## config.mk

```make
export PLATFORM = sky130hd
export DESIGN_NAME = ajb_ctrl
export DESIGN_NICKNAME = d
export VERILOG_FILES = /design/src/rtl/ajb_pkg.sv /design/src/rtl/ajb_ctrl.sv
export SDC_FILE = /design/constraint.sdc
export NUM_CORES = 1
export LEC_CHECK = 0
export ABC_AREA = 1
export BUFFER_PORTS_ARGS = -buffer_cell sky130_fd_sc_hd__buf_2
export CORE_AREA = 5 5 42 44
export DETAILED_ROUTE_END_ITERATION = 12
export DIE_AREA = 0 0 47 49
export SYNTH_ARGS = -nofsm -noshare
export SYNTH_HDL_FRONTEND = slang
export SYNTH_SLANG_ARGS = --single-unit
```

## constraint.sdc

```tcl
create_clock -name clk -period 1 [get_ports clk]
set_clock_uncertainty 0.15 [all_clocks]
set_input_delay 0.1 -clock clk [delete_from_list [all_inputs] [get_ports clk]]
set_output_delay 0.1 -clock clk [all_outputs]
set_load 0.05 [all_outputs]
```

## src/rtl/ajb_pkg.sv

```systemverilog
`timescale 1ns / 1ps
`default_nettype none

package ajb_pkg;

	localparam int FIFO_DEPTH       = 4096;
	localparam int ADDR_W           = $clog2(FIFO_DEPTH);
	localparam int FILL_W           = ADDR_W + 1;
	localparam int MAX_BLOCK_FRAMES = 16;
	localparam int MAX_CHANNELS     = 4;
	localparam int FRAME_W          = 4;
	localparam int CHAN_W           = 2;
	localparam int FRAMES_W         = 5;
	localparam int CHANS_W          = 3;
	localparam int SPARE_W          = 7;
	localparam int MAXQ_W           = 8;
	localparam int BLOCK_W          = $clog2(MAX_BLOCK_FRAMES * MAX_CHANNELS + 1);
	localparam int PROD_W           = 15;
	localparam int SAMPLE_W         = 24;
	localparam int CFG_DATA_W       = 8;
	localparam int CFG_IDX_W        = 2;

	typedef enum logic [1:0] {
		OP_PUSH   = 2'd0,
		OP_RENDER = 2'd1,
		OP_CLEAR  = 2'd2
	} op_t;

	typedef enum logic [CFG_IDX_W-1:0] {
		REG_BLOCK_FRAMES  = 2'd0,
		REG_CHANNEL_COUNT = 2'd1,
		REG_SPARE_LATENCY = 2'd2,
		REG_MAX_QUEUE     = 2'd3
	} reg_idx_t;

	typedef struct packed {
		logic [1:0]                 operation;
		logic signed [SAMPLE_W-1:0] sample;
		logic                       block_start;
	} in_item_t;

	typedef struct packed {
		logic signed [SAMPLE_W-1:0] sample_out;
		logic [CHAN_W-1:0]          channel;
		logic [FRAME_W-1:0]         frame;
		logic                       silent;
		logic                       last;
	} result_t;

	typedef struct packed {
		logic push;
		logic render;
		logic clear;
		logic beat;
	} ajb_cmd_t;

	typedef struct packed {
		logic last_beat;
	} ajb_status_t;

	function automatic logic [FRAMES_W-1:0] eff_frames(input logic [FRAMES_W-1:0] v);
		if (v == '0) begin
			return FRAMES_W'(1);
		end else if (v > FRAMES_W'(MAX_BLOCK_FRAMES)) begin
			return FRAMES_W'(MAX_BLOCK_FRAMES);
		end
		return v;
	endfunction

	function automatic logic [CHANS_W-1:0] eff_chans(input logic [CHANS_W-1:0] v);
		if (v == '0) begin
			return CHANS_W'(1);
		end else if (v > CHANS_W'(MAX_CHANNELS)) begin
			return CHANS_W'(MAX_CHANNELS);
		end
		return v;
	endfunction

endpackage

`default_nettype wire

```

## src/rtl/ajb_ctrl.sv

```systemverilog
`timescale 1ns / 1ps
`default_nettype none

module ajb_ctrl (
	input  wire logic                clk,
	input  wire logic                arst_n,
	input  wire logic                start,
	input  wire logic [1:0]          operation,
	input  wire ajb_pkg::ajb_status_t status,
	output logic                     busy,
	output ajb_pkg::ajb_cmd_t        cmd
);
	import ajb_pkg::*;

	typedef enum logic [1:0] {
		ST_IDLE = 2'b01,
		ST_RUN  = 2'b10
	} state_t;

	state_t state_q;
	state_t state_d;
	logic   accept;

	assign busy   = (state_q != ST_IDLE);
	assign accept = start && (state_q == ST_IDLE);

	always_comb begin
		cmd.push   = accept && (operation == OP_PUSH);
		cmd.render = accept && (operation == OP_RENDER);
		cmd.clear  = accept && (operation == OP_CLEAR);
		cmd.beat   = (state_q == ST_RUN);
	end

	always_comb begin
		state_d = state_q;
		case (state_q)
			ST_IDLE: begin
				if (cmd.render) state_d = ST_RUN;
			end
			ST_RUN: begin
				if (status.last_beat) state_d = ST_IDLE;
			end
			default: state_d = ST_IDLE;
		endcase
	end

	always_ff @(posedge clk or negedge arst_n) begin
		if (!arst_n) begin
			state_q <= ST_IDLE;
		end else begin
			state_q <= state_d;
		end
	end

endmodule

`default_nettype wire

```

# After elaboration in Yosys (flattened, before gate mapping)
# Index checks and enable logic that the tools add are counted.
[classes]
n_eq_ne = 7
muxes = 3
n_reduce_logical = 6
[ops]
columns = ["operator", "count"]
rows = [
  ["equality test 2 x 1 -> 1 bit (second input constant)", 2],
  ["equality test 2 bit (second input constant)", 2],
  ["logical AND 1 bit", 4],
  ["two-way mux 2 bit", 2],
  ["inequality test 2 bit (second input constant)", 2],
  ["case mux 2 bit (2 select lines)", 1],
  ["zero test 2 bit", 1],
  ["inequality test 2 x 1 -> 1 bit (second input constant)", 1],
  ["AND reduction 2 bit", 1],
]
[word_totals]
word_cells = 17
register_bits = 2
inputBits = 6

# Depth between registers and ports, before layout
[logic_depth]
depth_word = 5
ltp_mapped = 4
depth_no_buf = 4

# Least setup slack after synthesis
# Ideal clock, no wire load.
[synth_timing]
path_type = "register to output"
startpoint = "reg state_q[0]"
endpoint = "out cmd[1] (netlist bit)"
stages_incl_launch_ff = 3
path_slack_ns = -0.951
t_arrival_ns = 1.701
cell_sequence = "dfstp_2 -> nand3_2 -> nor3_1"
[synth_lines]
columns = ["element", "line", "text"]
rows = [
  ["start: declaration", "ajb_ctrl.sv:20", "state_t state_q;"],
  ["start signal: assignment", "ajb_ctrl.sv:51", "state_q <= state_d;"],
  ["end: declaration", "ajb_ctrl.sv:11", "output ajb_pkg::ajb_cmd_t cmd"],
]

==> key figures <==
Clock network
  • Root Buffer: clkbuf_4
  • Clock Pin Slew Worst Setup and Hold Paths: 40 ps
  • CTS Buffer Depth: 2
  • Clk Latency, worst-skew pair: 230 ps
  • CTS buffer count: 3
  • H-tree levels: 1
  • CTS tree: done
  • Num Clock Sinks: 2

Finish
  • Layout area overhead: 217%
  • Regs by FF count: state_q x2
  • ANT cells: 0
  • Fraction of layout cells with a size suffix above 1: 71.1%
  • Fin area: 373 sq um
  • Storage element area: 51.3 sq um
  • Largest register FFs: 2
  • # fillers: 157
  • Largest reg by FF count: state_q
  • Fin nets: 45
  • Multi-input gate area: 103 sq um

Floorplan
  • Initial core utilization: 8.39%
  • DIE WIDTH: 47 microns
  • Die height: 49 microns
  • Ports: 11
  • Core area: 1400 sq um
  • Die area: 2300 sq um
  • Site Rows: 14

Placed design
  • DP HPWL: 320 microns
  • PortBufs: 10
  • GP Congestion: 0.606
  • Area post-placement: 263 sq um

GRT
  • GRT Total Usage: 4.57%
  • Initial antenna violation count: 0
  • Largest net degree at the start of global routing: 5
  • Number of global-route vias before repair: 197
  • Global route overflow: 0
  • First-pass GRT wire length: 676 microns

Power and ir drop
  • VDD IR-drop max: 427 uV
  • Pwr per Cell Area: 1160 nW/um^2
  • Design Power: 434 uW
  • Leakage: 0.174 nW

Routing
  • DRC: 0
  • DR vias: 179
  • Iter 0 DRT Violations: 1
  • Drt wl/cell: 7.87 microns
  • Post-DRT Antenna Nets: 0
  • Total wire length: 425 microns
  • Vias per cell: 3.31
  • TritonRoute pass-1 iters: 3

Timing
  • Final slew viol count: 0
  • Relative slew slack: 84.4%
  • Fmax: 683 MHz
  • Post-layout min period: 1460 ps
  • Setup tns final: -2500 ps
  • Final period utilization: 146%
  • Worst Setup Slack, final: -463 ps
  • RSZ-0062 raised after global routing: yes
  • Final hold viol count: 0
  • Final setup violation count: 7
  • Worst Tran Pin Value: 233 ps

Critical path
  • Crit Path Max Fanout: 4
  • Crit path required time: 750 ps
  • RR Startpoint: state_q[0]$_DFFE_PN1P_
  • Setup slack, reg-to-reg: -160 ps
  • R2R Path End: state_q[1]$_DFFE_PN0P_
  • Setup crit end kind: output port
  • Reg2reg path depth: 5
  • CP Class: reg -> out
  • Worst Setup Start Kind: flip-flop
  • Critical path arrival: 1210 ps

Yosys
  • Yosys Warn Count: 0
  • Synth Area per Inst: 7.35 sq um
  • Post-Syn Area: 118 sq um
  • Syn_nets: 22
  • Gate count after technology mapping: 16
  • Synthesis-stage register bit count: 2
  • Register area share after synthesis: 43.6%
  • Unique cell type count in the Yosys netlist: 9

Outcome
  • Failing checks: setup timing
  • Run status: finished with violations

Min path
  • HP Class: in -> async

Job
  • Total of max-cap violations: 0
==> per-layer routing <==
metal | vias up | GRT usage, % | part of all wire, %
li1 | 93 | - | -
met1 | 74 | 3.95 | 36
met2 | 10 | 6.11 | 47
met3 | 2 | 1.85 | 12
met4 | 0 | 6.91 | 4.5
met5 | - | 0 | 0
==> cell families (layout without fill, tap and decap cells) <==
family / after synthesis / after routing / share of synthesized area, %
buffers and inverters: 3 / 25 / 9.57
AO/OA/AOI/OAI: 1 / 1 / 4.25
flip-flops: 2 / 2 / 43.6
AND/OR/NAND/NOR: 10 / 10 / 42.6
==> report_power, final <==
group	internal, mW	leakage, nW	switching, mW
Combinational	0.0614	0.135	0.0746
Clock	0.149	0.0150	0.0596
Sequential	0.0866	0.0241	0.00225
==> cell usage after synthesis, drive strengths merged <==
cell type,count,area [sq um]
dfrtp,1,25.0
dfstp,1,26.3
inv,3,11.3
nand2,3,11.3
nand3,1,10.0
nor2,3,13.8
nor3,3,15.0
o21ai,1,5.00
==> stage by stage <==
| stage | hold slack (ps) | setup slack, ps | utilization, % | cells |
|---|---|---|---|---|
| after detailed placement | -265 | -369 | 18.8 | 47 |
| final | 29.0 | -463 | 26.6 | 54 |
| after global routing | 41.0 | -518 | 26.6 | 54 |
| after CTS | 28.4 | -479 | 25.5 | 54 |
| after floorplan | -346 | -408 | - | 16 |
| after global placement | -265 | -360 | 18.8 | 47 |
==> cell type report <==
cell class              instances  area share (%)
inverters                       3            3.02
multi-input cells              11            27.5
flip-flops and latches          2            13.8
repair buffers                 18            43.3
well taps                      16            5.37
clock buffers                   4            7.05
==> worst max-delay path, stage by stage, from the launching register on <==
cell	delay (ps)
dfstp_2	540
nand3_4	120
nor3_4	140
buf_6	180
==> how the worst max path moves through the flow <==
stage / to / slack [ps] / startpoint / depth (start not counted)
3_5_place_dp: cmd[1] / -370 / state_q[0]$_DFFE_PN1P_ / 3
2_1_floorplan: cmd[1] / -410 / state_q[0]$_DFFE_PN1P_ / 2
5_1_grt: cmd[3] / -520 / state_q[0]$_DFFE_PN1P_ / 3
6_report: cmd[1] / -460 / state_q[0]$_DFFE_PN1P_ / 3
3_3_place_gp: cmd[1] / -360 / state_q[0]$_DFFE_PN1P_ / 3
4_1_cts: cmd[1] / -480 / state_q[0]$_DFFE_PN1P_ / 3
==> cells in the final DEF, fill, tap and decap left out, drive strengths merged <==
| master | instances |
|---|---|
| buf | 16 |
| clkbuf | 4 |
| dfrtp | 1 |
| dfstp | 1 |
| dlygate4sd3 | 2 |
| inv | 3 |
| nand2 | 3 |
| nand3 | 1 |
| nor2 | 3 |
| nor3 | 3 |
| o21ai | 1 |
==> timing repair <==
action	4_1_cts	5_1_grt
buffers inserted	1	1
setup endpoints to repair	7	7
hold buffers	2	0
resized for setup	13	5
endpoints found under the hold margin	4	0
pin swaps	1	0
No activity file was read; power rests on OpenSTA's default activity.
